**src/hdl/wbc_pkg.sv**
```systemverilog
package wbc_pkg;

   localparam int CFG_W = 13;
   localparam int DIV_W = 20;
   localparam int DIV_CNT_W = 5;
   localparam int DSR_W = 13;

   // item kinds on the input channel
   localparam logic [2:0] KIND_PAL_WRITE = 3'd0;
   localparam logic [2:0] KIND_TOP_SAMPLE = 3'd1;
   localparam logic [2:0] KIND_BOT_SAMPLE = 3'd2;
   localparam logic [2:0] KIND_LATCH = 3'd3;
   localparam logic [2:0] KIND_PIXEL = 3'd4;

   // operations queued for the back end
   localparam logic [2:0] OP_PAL_WRITE = 3'd0;
   localparam logic [2:0] OP_TOP_SAMPLE = 3'd1;
   localparam logic [2:0] OP_BOT_SAMPLE = 3'd2;
   localparam logic [2:0] OP_LATCH = 3'd3;
   localparam logic [2:0] OP_PASS = 3'd4;
   localparam logic [2:0] OP_BORDER = 3'd5;

   localparam logic [1:0] REGION_LEFT = 2'd0;
   localparam logic [1:0] REGION_GAME = 2'd1;
   localparam logic [1:0] REGION_RIGHT = 2'd2;
   localparam logic [1:0] REGION_BEYOND = 2'd3;

   localparam logic [1:0] CSR_GAME_WIDTH = 2'd0;
   localparam logic [1:0] CSR_FRAME_HEIGHT = 2'd1;
   localparam logic [1:0] CSR_WIDE_WIDTH = 2'd2;

   localparam logic [CFG_W-1:0] GAME_WIDTH_RST = 13'd768;
   localparam logic [CFG_W-1:0] FRAME_HEIGHT_RST = 13'd576;
   localparam logic [CFG_W-1:0] WIDE_WIDTH_RST = 13'd1024;

   localparam logic [7:0] CHAN_MAX = 8'hFF;
   localparam logic [15:0] SUM_MAX = 16'hFFFF;
   // x/3 for x <= 255 as (x * 171) >> 9
   localparam logic [7:0] THIRD_MUL = 8'd171;

   typedef struct packed {
      logic [2:0] kind;
      logic [7:0] entry_index;
      logic [5:0] entry_red;
      logic [5:0] entry_green;
      logic [5:0] entry_blue;
      logic [7:0] edge_index;
      logic [12:0] pixel_x;
      logic [11:0] pixel_y;
      logic [23:0] game_pixel;
   } req_type;

   typedef struct packed {
      logic [23:0] out_color;
      logic [1:0] region;
   } rsp_type;

   typedef struct packed {
      logic [CFG_W-1:0] game_width;
      logic [CFG_W-1:0] frame_height;
      logic [CFG_W-1:0] wide_width;
   } cfg_type;

   typedef struct packed {
      logic [2:0] op;
      logic [7:0] idx;
      logic [23:0] color;
      logic [1:0] region;
      logic [11:0] num;
      logic [11:0] row;
   } entry_type;

   function automatic logic [7:0] widen6(input logic [5:0] v);
      return {v, v[5:4]};
   endfunction

   function automatic logic [11:0] border_width(input cfg_type c);
      logic [CFG_W-1:0] excess;
      excess = c.wide_width - c.game_width;
      return (c.wide_width > c.game_width) ? excess[CFG_W-1:1] : 12'd0;
   endfunction

   function automatic logic [CFG_W-1:0] row_den(input cfg_type c);
      return (c.frame_height >= 13'd2) ? c.frame_height - 13'd1 : 13'd0;
   endfunction

endpackage

```
**src/hdl/wbc_front.sv**
```systemverilog
module wbc_front import wbc_pkg::*; (
   input  logic      clock,
   input  logic      reset,
   input  cfg_type   cfg,
   input  logic      req_valid,
   output logic      req_ready,
   input  req_type   req_data,
   output logic      q_valid,
   output entry_type q_entry,
   input  logic      q_pop
);

   entry_type ent;
   logic keep;
   logic [11:0] bw;
   logic [CFG_W-1:0] den;
   logic [14:0] game_end, right_end, right_num;

   always_comb begin
      bw = border_width(cfg);
      den = row_den(cfg);
      game_end = 15'(bw) + 15'(cfg.game_width);
      right_end = game_end + 15'(bw);
      right_num = right_end - 15'd1 - 15'(req_data.pixel_x);
      ent = '0;
      ent.row = ({1'b0, req_data.pixel_y} > den) ? den[11:0] : req_data.pixel_y;
      keep = 1'b1;
      unique case (req_data.kind)
         KIND_PAL_WRITE: begin
            ent.op = OP_PAL_WRITE;
            ent.idx = req_data.entry_index;
            ent.color = {widen6(req_data.entry_red), widen6(req_data.entry_green),
                         widen6(req_data.entry_blue)};
         end
         KIND_TOP_SAMPLE: begin
            ent.op = OP_TOP_SAMPLE;
            ent.idx = req_data.edge_index;
         end
         KIND_BOT_SAMPLE: begin
            ent.op = OP_BOT_SAMPLE;
            ent.idx = req_data.edge_index;
         end
         KIND_LATCH: begin
            ent.op = OP_LATCH;
         end
         KIND_PIXEL: begin
            priority if (15'(req_data.pixel_x) < 15'(bw)) begin
               ent.op = OP_BORDER;
               ent.region = REGION_LEFT;
               ent.num = req_data.pixel_x[11:0];
            end else if (15'(req_data.pixel_x) < game_end) begin
               ent.op = OP_PASS;
               ent.region = REGION_GAME;
               ent.color = req_data.game_pixel;
            end else if (15'(req_data.pixel_x) < right_end) begin
               ent.op = OP_BORDER;
               ent.region = REGION_RIGHT;
               ent.num = right_num[11:0];
            end else begin
               ent.op = OP_PASS;
               ent.region = REGION_BEYOND;
            end
         end
         default: begin
            keep = 1'b0;
         end
      endcase
   end

   // two-entry queue toward the back end
   entry_type slot_ff [2];
   logic wr_ptr_ff, wr_ptr_in, rd_ptr_ff, rd_ptr_in;
   logic [1:0] count_ff, count_in;
   logic push, pop;

   assign req_ready = (count_ff != 2'd2);
   assign push = req_valid && req_ready && keep;
   assign pop = q_pop && (count_ff != 2'd0);
   assign q_valid = (count_ff != 2'd0);
   assign q_entry = slot_ff[rd_ptr_ff];

   always_comb begin
      wr_ptr_in = push ? ~wr_ptr_ff : wr_ptr_ff;
      rd_ptr_in = pop ? ~rd_ptr_ff : rd_ptr_ff;
      count_in = count_ff + 2'(push) - 2'(pop);
   end

   always_ff @(posedge clock) begin
      if (reset) begin
         wr_ptr_ff <= 1'b0;
         rd_ptr_ff <= 1'b0;
         count_ff <= 2'd0;
      end else begin
         wr_ptr_ff <= wr_ptr_in;
         rd_ptr_ff <= rd_ptr_in;
         count_ff <= count_in;
      end
      if (push) begin
         slot_ff[wr_ptr_ff] <= ent;
      end
   end

endmodule

```
**config.mk**
```make
export PLATFORM = sky130hd
export DESIGN_NAME = wbc_front
export DESIGN_NICKNAME = d
export VERILOG_FILES = /design/src/hdl/wbc_pkg.sv /design/src/hdl/wbc_front.sv
export SDC_FILE = /design/constraint.sdc
export NUM_CORES = 1
export LEC_CHECK = 0
export ABC_AREA = 1
export BUFFER_PORTS_ARGS = -buffer_cell sky130_fd_sc_hd__buf_2
export CORE_MARGIN = 2
export CORE_UTILIZATION = 56
export DETAILED_ROUTE_END_ITERATION = 8
export GPL_TIMING_DRIVEN = 0
export PLACE_DENSITY = 0.8
export SYNTH_ARGS = -nofsm -noshare
export SYNTH_HDL_FRONTEND = slang
export SYNTH_SLANG_ARGS = --single-unit
```
**constraint.sdc**
```tcl
create_clock -name clock -period 7.2 [get_ports clock]
set_input_delay 0.72 -clock clock [delete_from_list [all_inputs] [get_ports clock]]
set_output_delay 0.72 -clock clock [all_outputs]
set_load 0.02 [all_outputs]
```
[Yosys cells after proc, flatten, opt, wreduce, memory -nomap -nowiden]
Memory sizes are Yosys's and may differ from the RTL's. A register that Yosys moved wholly into a read port is not among the register bits.
Index checks and enable logic that the tools add are counted.
Storage, ports and cells
  word-level logic and storage cells: 54
  output and inout port bits: 63
  memories kept: 1
  bits in writable memories: 122
  bits in registers: 4
  bits of input ports: 129
Memory list
  slot_ff: words 2, bits a word 61, rd ports 1, clocked after Yosys merged registers in 1, write ports 1, RTL line wbc_front.sv:71  | entry_type slot_ff [2];
Cells by class
  magnitude comparators: 6
  add/subtract/negate cells: 8
  bitwise logic cells: 2
  reduce and logical (&&, ||, !) cells: 7
  eq/ne operators: 5
  multiplexer cells: 22
Operators with widths (number)
  $mux W12: 4
  $mux W24: 2
  $pmux W24 S2: 1
  $mux W14: 2
  $pmux W8 S2: 1
  $add A14 B12 Y15: 1
  $lt A13 B15 Y1: 1
  $add A12 B13 Y14: 1
  $lt A13 B14 Y1: 1
  $ge A13 B2 Y1 const B: 1
  $gt A12 B13 Y1: 1
  $gt A13 B13 Y1: 1
  $lt A13 B12 Y1: 1
  $mux W13: 1
  $sub A13 B1 Y13 const B: 1
  $sub A13 B13 Y13: 1
  $pmux W3 S4: 1
  $sub A12 B1 Y12 const B: 1
  $sub A12 B12 Y12: 1
  $mux W1: 7
  $eq A3 B2 Y1 const B: 2
  $mux W3: 2
  $reduce_or A5 Y1: 1
  $eq A3 B1 Y1 const B: 1
  10 further kinds: 13

[Longest topological paths before layout]
Gate-level depths: netlist (run 1).
  depth after elaboration: 10
  gate-level depth with buffers: 40
  gate-level depth less buffers: 38

[Worst setup path after synthesis (run 1)]
No wires, ideal clock.
  path kind: in2reg
  start: in cfg[35] (netlist bit)
  end: mem slot_ff[0][14] (netlist bit) (data pin)
  library setup time: 0.148 ns
  setup slack: 1.523 ns
  required time: 7.052 ns
  data arrival time: 5.529 ns
  stages: 40
  cells stage by stage: inv_1 -> ha_1 -> nand2_2 -> nor2_2 -> inv_1 -> nor2_1 -> nand2_1 -> nand2_1 -> nand2_1 -> clkbuf_1 -> nor2_1 -> ha_1 -> inv_1 -> fa_1 -> inv_1 -> nand3_1 -> nand2_1 -> xor2_1 -> (+4 left out) -> nor3_1 -> o21ai_0 -> a21oi_1 -> o21bai_1 -> xor2_1 -> ha_1 -> nand2_1 -> nor2_1 -> a211oi_1 -> nand2_1 -> nand2_1 -> nand2_1 -> nand2_1 -> nand2_1 -> nand2_2 -> nand2_2 -> buf_6 -> nor2_1
RTL lines
  start, declared: RTL line wbc_front.sv:4  | input cfg_type cfg,
  end, declared: RTL line wbc_front.sv:71

==> out/metrics.csv, run 1 <==
metric,value,unit
CP max stage delay,410,ps
initial drt markers,458,
final wirelength,21500,um
initial core utilization,57.1,%
WS Path Type,primary input to flop,
final core utilization,68.2,%
Synth Area in Simple Gates,19.2,%
"Slew Viols, Final",0,
IO buf count,191,
worst endpoint required time,7430,ps
combinational fraction of design power,50.2,%
Synth Flop Type,edfxtp_1,
worst relative slew slack,35.5,%
area delta synth->final,19.5,%
Yosys warning total,0,
Post-DRT Antenna Nets,0,
pwr dens,305,nW/um^2
Async SR Flop Fraction,0,%
initial antenna violation count,0,
Met3 Routed Length,1270,um
compound-cell area share of the yosys netlist,7.81,%
Lkg Pwr,0.00548,uW
share of layout cells above drive strength 1,24.1,%
Max IR drop VDD,0.178,mV
chip height,134,um
clock network power share,22.7,%
total congestion overflow,0,
critical path's most frequent cell,nand2_1,
CP Launch Type,primary input,
Net Sw Frac,41.0,%
Die Area,17900,um^2
"Arr. time, crit path",6660,ps
post-synthesis sequential area ratio,39.9,%
fillers,1327,
CTS Hold Bufs,0,
worst-margin pin slew,966,ps
final hold vios,0,
vias in the first global route,7421,
net switching power,1410,uW
CTS root buf,clkbuf_16,
Post-synth EDFFs,122,
count of cell types in the netlist,43,
post-route setup TNS,0,ps
synthesized instance count,1086,
Worst Hold Class,flop to flop,
routability cong.,0.860,
RSZ-0062 raised after global routing,no,
I/O pin count,192,
post-layout minimum cycle time,6430,ps
H-tree depth,4,
Tcrit/Tclk final,89.3,%
CP max FO,10,
largest net degree at the start of global routing,33,
Fin Hold WS,494,ps
Slowest cell on crit path,fa_1,
clk slew on worst S/H paths,60,ps
syn avg cell area,8.69,um^2
Post-Synth XOR/XNOR Area,4.08,%
vias,7838,
CTS Buf Count,17,
met2 routed WL,10500,um
TritonCTS clock tree,yes,
mux share of post-synthesis cell area,7.28,%
Met1 Wirelength,9260,um
clock buffer depth,2,
top routing layer in use,met4,
internal power,2030,uW
post-detailed-route DRC marker count,0,
nets@finish,1531,
global-route wire length before repair,34200,um
wire per inst,14.0,um
"commonest cells after routing, fill and taps aside","253 x nand2_1, 195 x buf_2, 162 x inv_1, 122 x edfxtp_1, 100 x ha_1",
f_max,0.155,GHz
dpl hpwl,17200,um
part of the power in registers,27.1,%
Critical Path End Type,flop,
final setup violation count,0,
Post-Syn Nets,1319,
clk_lat worst skew,410,ps
"most common cell after layout, fill and taps aside",nand2_1,
combinational family with the most area after synthesis,simple AND/OR/NAND/NOR gates,
Post-Synth Adder-Cell Area,14.1,%
row count,47,
max-cap viol count,0,
status,"complete, no violations",
post-CTS sizing,0,
Tot GR Track Use,23.9,%
post-synthesis cell area,9430,um^2
Core Footprint,16500,um^2
Die X,134,um
setup bufs post-CTS,0,
clock sinks,127,
clk_skew,6.47,ps
number of synthesized register bits,127,
DR pass1 iterations,5,
Avg Vias per Cell,5.12,
==> state kept, by name, indices dropped and copies added (netlist names), named ones only <==
| name | count |
|---|---|
| rd_ptr_ff | 1 |
| slot_ff | 122 |
| wr_ptr_ff | 1 |
| count_ff | 2 |
==> cell type report <==
type                            instances  area (um^2)  area share (%)
Antenna cell                            1         2.50          0.0222
Buffer                                 21          108           0.954
Clock buffer                           18          429            3.81
Clock inverter                         14          121            1.08
Inverter                              163          612            5.43
Multi-Input combinational cell        775         4970            44.1
Sequential cell                       127         3760            33.4
Tap cell                              220          275            2.44
Timing Repair Buffer                  193          996            8.83
==> power by group through the flow <==
stage	registers [uW]	logic, uW	clock network, uW
global route	937	1960	818
finish	931	1730	782
CTS	931	1730	787
floorplan	944	1300	0
global placement	950	1670	0
detailed placement	946	1720	0
==> worst max-delay path: cells and delay by family <==
kind	cells	cell delay, ps
simple gates	22	2180
fa+ha+maj	5	1640
compound gates	4	820
xor+xnor	2	450
buf+inv	8	840
==> worst paths after layout <==
| path | start | end | slack (ps) | cells past startpoint |
|---|---|---|---|---|
| hold / removal | rd_ptr_ff$_SDFFE_PP0P_ | flop | 490 | 2 |
| setup reg to reg | count_ff[0]$_SDFF_PP0_ | slot_ff[0][9]$_DFFE_PP_ | 5020 | 5 |
| hold reg to reg | rd_ptr_ff$_SDFFE_PP0P_ | flop | 490 | 2 |
| setup / recovery | cfg[38] | slot_ff[0][16]$_DFFE_PP_ | 770 | 41 |
==> cells in the mapped netlist, drive strengths merged, types with 2 or more instances <==
master / count / share of area (%)
nand2: 259 / 10
inv: 163 / 6.5
edfxtp: 122 / 39
ha: 100 / 13
nor2: 82 / 3.3
mux2: 61 / 7.3
a21oi: 60 / 3.2
o21ai: 55 / 2.9
nand3: 47 / 2.6
xor2: 26 / 2.4
xnor2: 18 / 1.7
clkbuf: 13 / 0.53
nand4: 10 / 0.66
nor3: 10 / 0.58
buf: 8 / 0.61
nand3b: 8 / 0.64
or2: 8 / 0.53
dfxtp: 5 / 1.1
a211oi: 4 / 0.32
a31oi: 4 / 0.27
fa: 4 / 0.85
o21bai: 4 / 0.32
nor3b: 2 / 0.16
nor4: 2 / 0.13
o211ai: 2 / 0.16
o21a: 2 / 0.16
==> per-layer routing <==
| metal | up-vias | track usage [%] |
|---|---|---|
| li1 | 4059 | - |
| met1 | 3522 | 29.2 |
| met2 | 225 | 42.7 |
| met3 | 32 | 4.61 |
| met4 | 0 | 7.39 |
| met5 | - | 0 |
==> kinds of logic (layout without fill, tap and decap cells) <==
family                   after synthesis  after routing
multiplexers                          61             61
AO/OA/AOI/OAI                        136            136
AND/OR/NAND/NOR                      430            430
other                                  0              1
adder cells (fa/ha/maj)              104            104
buffers and inverters                184            409
flip-flops                           127            127
XOR/XNOR                              44             44
==> stage by stage <==
| step | std cells | area (um^2) | power [uW] | setup slack (ps) |
|---|---|---|---|---|
| after floorplan | 1086 | 9430 | 2250 | 1520 |
| after CTS | 1531 | 11300 | 3450 | 722 |
| after global placement | 1497 | 10700 | 2620 | 455 |
| after global routing | 1531 | 11300 | 3710 | 4.10 |
| after detailed placement | 1499 | 10700 | 2660 | 347 |
| final | 1532 | 11300 | 3440 | 769 |
Power figures use the tool's default switching activity.
==> run 2: changes to the inputs <==
--- a/config.mk
+++ b/config.mk
@@ -7,8 +7,10 @@
 export LEC_CHECK = 0
 export ABC_AREA = 1
 export BUFFER_PORTS_ARGS = -buffer_cell sky130_fd_sc_hd__buf_2
+export CORE_ASPECT_RATIO = 0.5
 export CORE_MARGIN = 2
 export CORE_UTILIZATION = 56
+export CTS_CLUSTER_DIAMETER = 80
 export DETAILED_ROUTE_END_ITERATION = 8
 export GPL_TIMING_DRIVEN = 0
 export PLACE_DENSITY = 0.8
==> run 2 against run 1 <==
Against the previous run:
- combinational power about the same
- worst setup slack lost 120 ps
- highest routed layer unchanged
- total power is 3.0% higher
- clock power up 11%
- utilization increased by 0.96 points
- cell area increased by 0.84%
- count of clock-buffer cells in the layout shrank 1
==> out/metrics.csv, run 2 (synthesized netlist as in run 1, its figures left out) <==
metric,value,unit
post-route setup TNS,0,ps
initial antenna violation count,0,
vias,7975,
max-cap viol count,0,
largest net degree at the start of global routing,32,
WS Path Type,primary input to flop,
Worst Hold Class,flop to flop,
area delta synth->final,20.5,%
I/O pin count,192,
Final Power,3540,uW
post-layout minimum cycle time,6550,ps
Post-DRT Antenna Nets,0,
DR pass1 iterations,4,
"most common cell after layout, fill and taps aside",nand2_1,
part of the power in registers,26.3,%
initial drt markers,360,
combinational fraction of design power,49.3,%
Tot GR Track Use,24.5,%
post-CTS sizing,0,
final hold vios,0,
H-tree depth,4,
clk slew on worst S/H paths,50,ps
CTS Buf Count,17,
global-route wire length before repair,34900,um
clock buffer depth,2,
CTS Hold Bufs,0,
"commonest cells after routing, fill and taps aside","253 x nand2_1, 195 x buf_2, 162 x inv_1, 122 x edfxtp_1, 100 x ha_1",
Regs by FF count,"slot_ff: 122 flops, count_ff: 2 flops",
Tcrit/Tclk final,91.0,%
CP max FO,10,
Net Sw Frac,39.9,%
ANT cells,0,
IO buf count,191,
Die X,188,um
dpl hpwl,17500,um
clock sinks,127,
CTS root buf,clkbuf_16,
TritonCTS clock tree,yes,
total congestion overflow,0,
share of layout cells above drive strength 1,24.2,%
Lkg Pwr,0.00552,uW
Biggest register,slot_ff,
f_max,0.153,GHz
worst-margin pin slew,958,ps
CP Launch Type,primary input,
final core utilization,69.2,%
clk_lat worst skew,410,ps
final setup violation count,0,
vias in the first global route,7515,
RSZ-0062 raised after global routing,no,
Avg Vias per Cell,5.18,
"Arr. time, crit path",6780,ps
row count,33,
internal power,2130,uW
CP max stage delay,490,ps
Die Area,18000,um^2
clock network power share,24.4,%
worst relative slew slack,36.0,%
nets@finish,1532,
wire per inst,14.5,um
Slowest cell on crit path,o21ai_0,
final wirelength,22400,um
Max IR drop VDD,0.153,mV
net switching power,1410,uW
chip height,95.8,um
critical path's most frequent cell,nand2_1,
Largest register FFs,122,
Critical Path End Type,flop,
Core Footprint,16400,um^2
Area after DPL,10800,um^2
fillers,1298,
final instance area,11400,um^2
post-detailed-route DRC marker count,0,
clk_skew,10.3,ps
pwr dens,312,nW/um^2
"Slew Viols, Final",0,
worst endpoint required time,7430,ps
setup bufs post-CTS,0,
status,"complete, no violations",
initial core utilization,57.4,%
routability cong.,0.893,
==> run 2: cell types whose count changed in the layout (fill, tap and decap cells not counted), sizes merged, moves of 2 or more <==
cell / before / now
bufinv: 0 / 3
clkinv: 0 / 6
clkinvlp: 5 / 3
inv: 172 / 166
==> run 2: cell type report <==
cell class	count	area (um^2)	area share, %
Timing Repair Buffer	194	1020	9.00
Clock inverter	15	186	1.64
Multi-Input combinational cell	775	4970	43.7
Tap cell	227	284	2.50
Buffer	21	108	0.947
Sequential cell	127	3760	33.1
Clock buffer	17	425	3.74
Inverter	163	612	5.38
==> run 2: worst paths after layout <==
kind                           from                       end  slack (ps)  cells past startpoint
min          rd_ptr_ff$_SDFFE_PP0P_    rd_ptr_ff$_SDFFE_PP0P_         490                      2
max reg2reg  count_ff[0]$_SDFF_PP0_  slot_ff[0][18]$_DFFE_PP_        5050                      5
max                         cfg[38]  slot_ff[0][18]$_DFFE_PP_         650                     37
min reg2reg  rd_ptr_ff$_SDFFE_PP0P_    rd_ptr_ff$_SDFFE_PP0P_         490                      2
==> run 2: through the flow <==
step | hold WS (ps) | std cells | setup slack [ps]
6_report | 494 | 1539 | 649
5_1_grt | 534 | 1539 | 80.5
4_1_cts | 495 | 1539 | 724
3_5_place_dp | 487 | 1507 | 325
3_3_place_gp | 469 | 1504 | 400
2_1_floorplan | 454 | 1086 | 1520
==> run 2: critical path: cells and delay by family <==
family | cells | cell delay [ps]
and+or+nand+nor | 19 | 1850
AOI/OAI and AO/OA | 7 | 1500
adders and majority gates | 4 | 1390
buffers and inverters | 5 | 790
xor gates and xnor gates | 2 | 510
==> run 2: routing by layer <==
layer	vias to the layer above	GRT usage (%)	routed length [um]
met5	-	0	0
met4	0	6.63	316
met3	27	3.03	1150
met2	238	46.7	10900
met1	3644	29.9	9970
li1	4066	-	-
==> run 2: power groups by stage <==
stage / logic [uW] / registers, uW / clock network [uW]
final: 1750 / 931 / 867
after global routing: 1960 / 937 / 906
after CTS: 1740 / 931 / 877
after detailed placement: 1730 / 945 / 0
after global placement: 1680 / 950 / 0
after floorplan: 1300 / 944 / 0
==> run 3: changes to the inputs <==
--- a/config.mk
+++ b/config.mk
@@ -9,11 +9,11 @@
 export BUFFER_PORTS_ARGS = -buffer_cell sky130_fd_sc_hd__buf_2
 export CORE_ASPECT_RATIO = 0.5
 export CORE_MARGIN = 2
-export CORE_UTILIZATION = 56
+export CORE_UTILIZATION = 51
 export CTS_CLUSTER_DIAMETER = 80
 export DETAILED_ROUTE_END_ITERATION = 8
 export GPL_TIMING_DRIVEN = 0
-export PLACE_DENSITY = 0.8
+export PLACE_DENSITY = 0.77
 export SYNTH_ARGS = -nofsm -noshare
 export SYNTH_HDL_FRONTEND = slang
 export SYNTH_SLANG_ARGS = --single-unit
==> constraint.sdc (replaced) <==
create_clock -name clock -period 5.9 [get_ports clock]
set_input_delay 0.59 -clock clock [delete_from_list [all_inputs] [get_ports clock]]
set_output_delay 0.59 -clock clock [all_outputs]
set_load 0.02 [all_outputs]
==> run 3 against run 2 <==
Against the previous run:
- cell area up 4.0%
- flip-flop and latch count is the same
- count of clock-buffer cells in the layout rose by 1
- global-route usage down 1.2 points
- critical endpoint is now slot_ff[1][22]$_DFFE_PP_
- largest power group unchanged
- largest cell class unchanged
- die area is 9.5% higher
- non-clock buffer count rose by 11
- worst setup slack got worse by 370 ps
- final cell count up 1.6%
==> out/metrics.csv, run 3 (synthesized netlist as in run 1, its figures left out) <==
metric,value,unit
"Slew Viols, Final",0,
I/O pin count,192,
CTS Buf Count,17,
chip height,100,um
post-layout minimum cycle time,5620,ps
CTS Hold Bufs,0,
clock buffer depth,2,
Avg Vias per Cell,5.22,
Tot GR Track Use,23.3,%
multi-input logic area,5260,um^2
pwr dens,383,nW/um^2
clock sinks,127,
CTS root buf,clkbuf_16,
initial antenna violation count,0,
post-detailed-route DRC marker count,0,
ANT cells,0,
Slowest cell on crit path,fa_2,
Die Area,19700,um^2
worst-margin pin slew,729,ps
IO buf count,191,
f_max,0.178,GHz
global-route wire length before repair,36600,um
final instance area,11800,um^2
Lkg Pwr,0.00562,uW
share of layout cells above drive strength 1,28.3,%
CP max FO,10,
clk_skew,5.84,ps
final setup violation count,0,
final hold vios,0,
final core utilization,64.7,%
Regs by FF count,"slot_ff: 122 flops, count_ff: 2 flops",
Area after DPL,10800,um^2
largest net degree at the start of global routing,27,
"commonest cells after routing, fill and taps aside","248 x nand2_1, 195 x buf_2, 161 x inv_1, 122 x edfxtp_1, 86 x ha_1",
"most common cell after layout, fill and taps aside",nand2_1,
Largest register FFs,122,
Die X,196,um
TritonCTS clock tree,yes,
WS Path Type,primary input to flop,
Biggest register,slot_ff,
dpl hpwl,17900,um
Max IR drop VDD,0.183,mV
"Arr. time, crit path",5880,ps
nets@finish,1543,
clk slew on worst S/H paths,50,ps
Post-DRT Antenna Nets,0,
Worst Hold Class,primary input to flop,
total congestion overflow,0,
fillers,1493,
final wirelength,23500,um
vias,8165,
critical path's most frequent cell,nand2_1,
Core Footprint,18300,um^2
Critical Path End Type,flop,
area delta synth->final,25.3,%
wire per inst,15.0,um
worst endpoint required time,6160,ps
routability cong.,0.939,
status,"complete, no violations",
H-tree depth,4,
sequential standard cell area,3760,um^2
max-cap viol count,0,
vias in the first global route,7751,
CP Launch Type,primary input,
CP max stage delay,350,ps
DR pass1 iterations,5,
initial core utilization,51.7,%
clk_lat worst skew,400,ps
worst relative slew slack,51.2,%
Tcrit/Tclk final,95.3,%
row count,35,
initial drt markers,413,
-- run 3: layout make-up --
type	instances	area share [%]
buffer	21	1.08
sequential	127	31.8
multi-input combinational	775	44.5
clock buffer	18	3.63
clock inverter	14	1.61
timing repair buffer	205	9.67
tap	240	2.54
inverter	163	5.18
-- run 3: per-layer routing --
| metal | global-route usage [%] | share of wire, % |
|---|---|---|
| met5 | 0 | 0 |
| met4 | 6.53 | 1.4 |
| met3 | 3.66 | 4.3 |
| met2 | 42.7 | 50 |
| met1 | 28.8 | 45 |
-- run 3: power breakdown --
group,switching [uW],internal [uW]
logic,1390,913
registers,25.7,1110
clock network,379,707
total,1790,2730
-- run 3: final timing paths --
kind,startpoint,end,slack (ps),depth (start not counted)
setup reg to reg,count_ff[0]$_SDFF_PP0_,slot_ff[1][35]$_DFFE_PP_,4030,5
hold / removal,reset,count_ff[0]$_SDFF_PP0_,410,2
setup / recovery,cfg[38],slot_ff[1][22]$_DFFE_PP_,280,41
hold reg to reg,rd_ptr_ff$_SDFFE_PP0P_,rd_ptr_ff$_SDFFE_PP0P_,500,2
-- run 3: worst max-delay path: cells and delay by family --
kind / cells / cell delay (ps)
adder cells (fa/ha/maj): 5 / 1410
AND/OR/NAND/NOR: 22 / 2010
XOR/XNOR: 2 / 370
AO/OA/AOI/OAI: 4 / 650
buffers and inverters: 8 / 820
-- run 3: what timing repair did --
item,CTS,global route
gates cloned,0,1
resized for setup,15,55
pin swaps,0,14
setup endpoints to repair,28,28
buffers inserted,0,9
-- run 3: per-stage QoR --
stage                     cells  total power [uW]  hold slack, ps  setup WS (ps)  setup TNS (ps)
after global routing       1563              4860             407           -124           -2150
after floorplan            1086              2740             454            353               0
after global placement     1517              3200             469           -731          -18060
after CTS                  1553              4390             398           4.70               0
after detailed placement   1521              3280             480           -862          -21610
final                      1563              4520             412            279               0
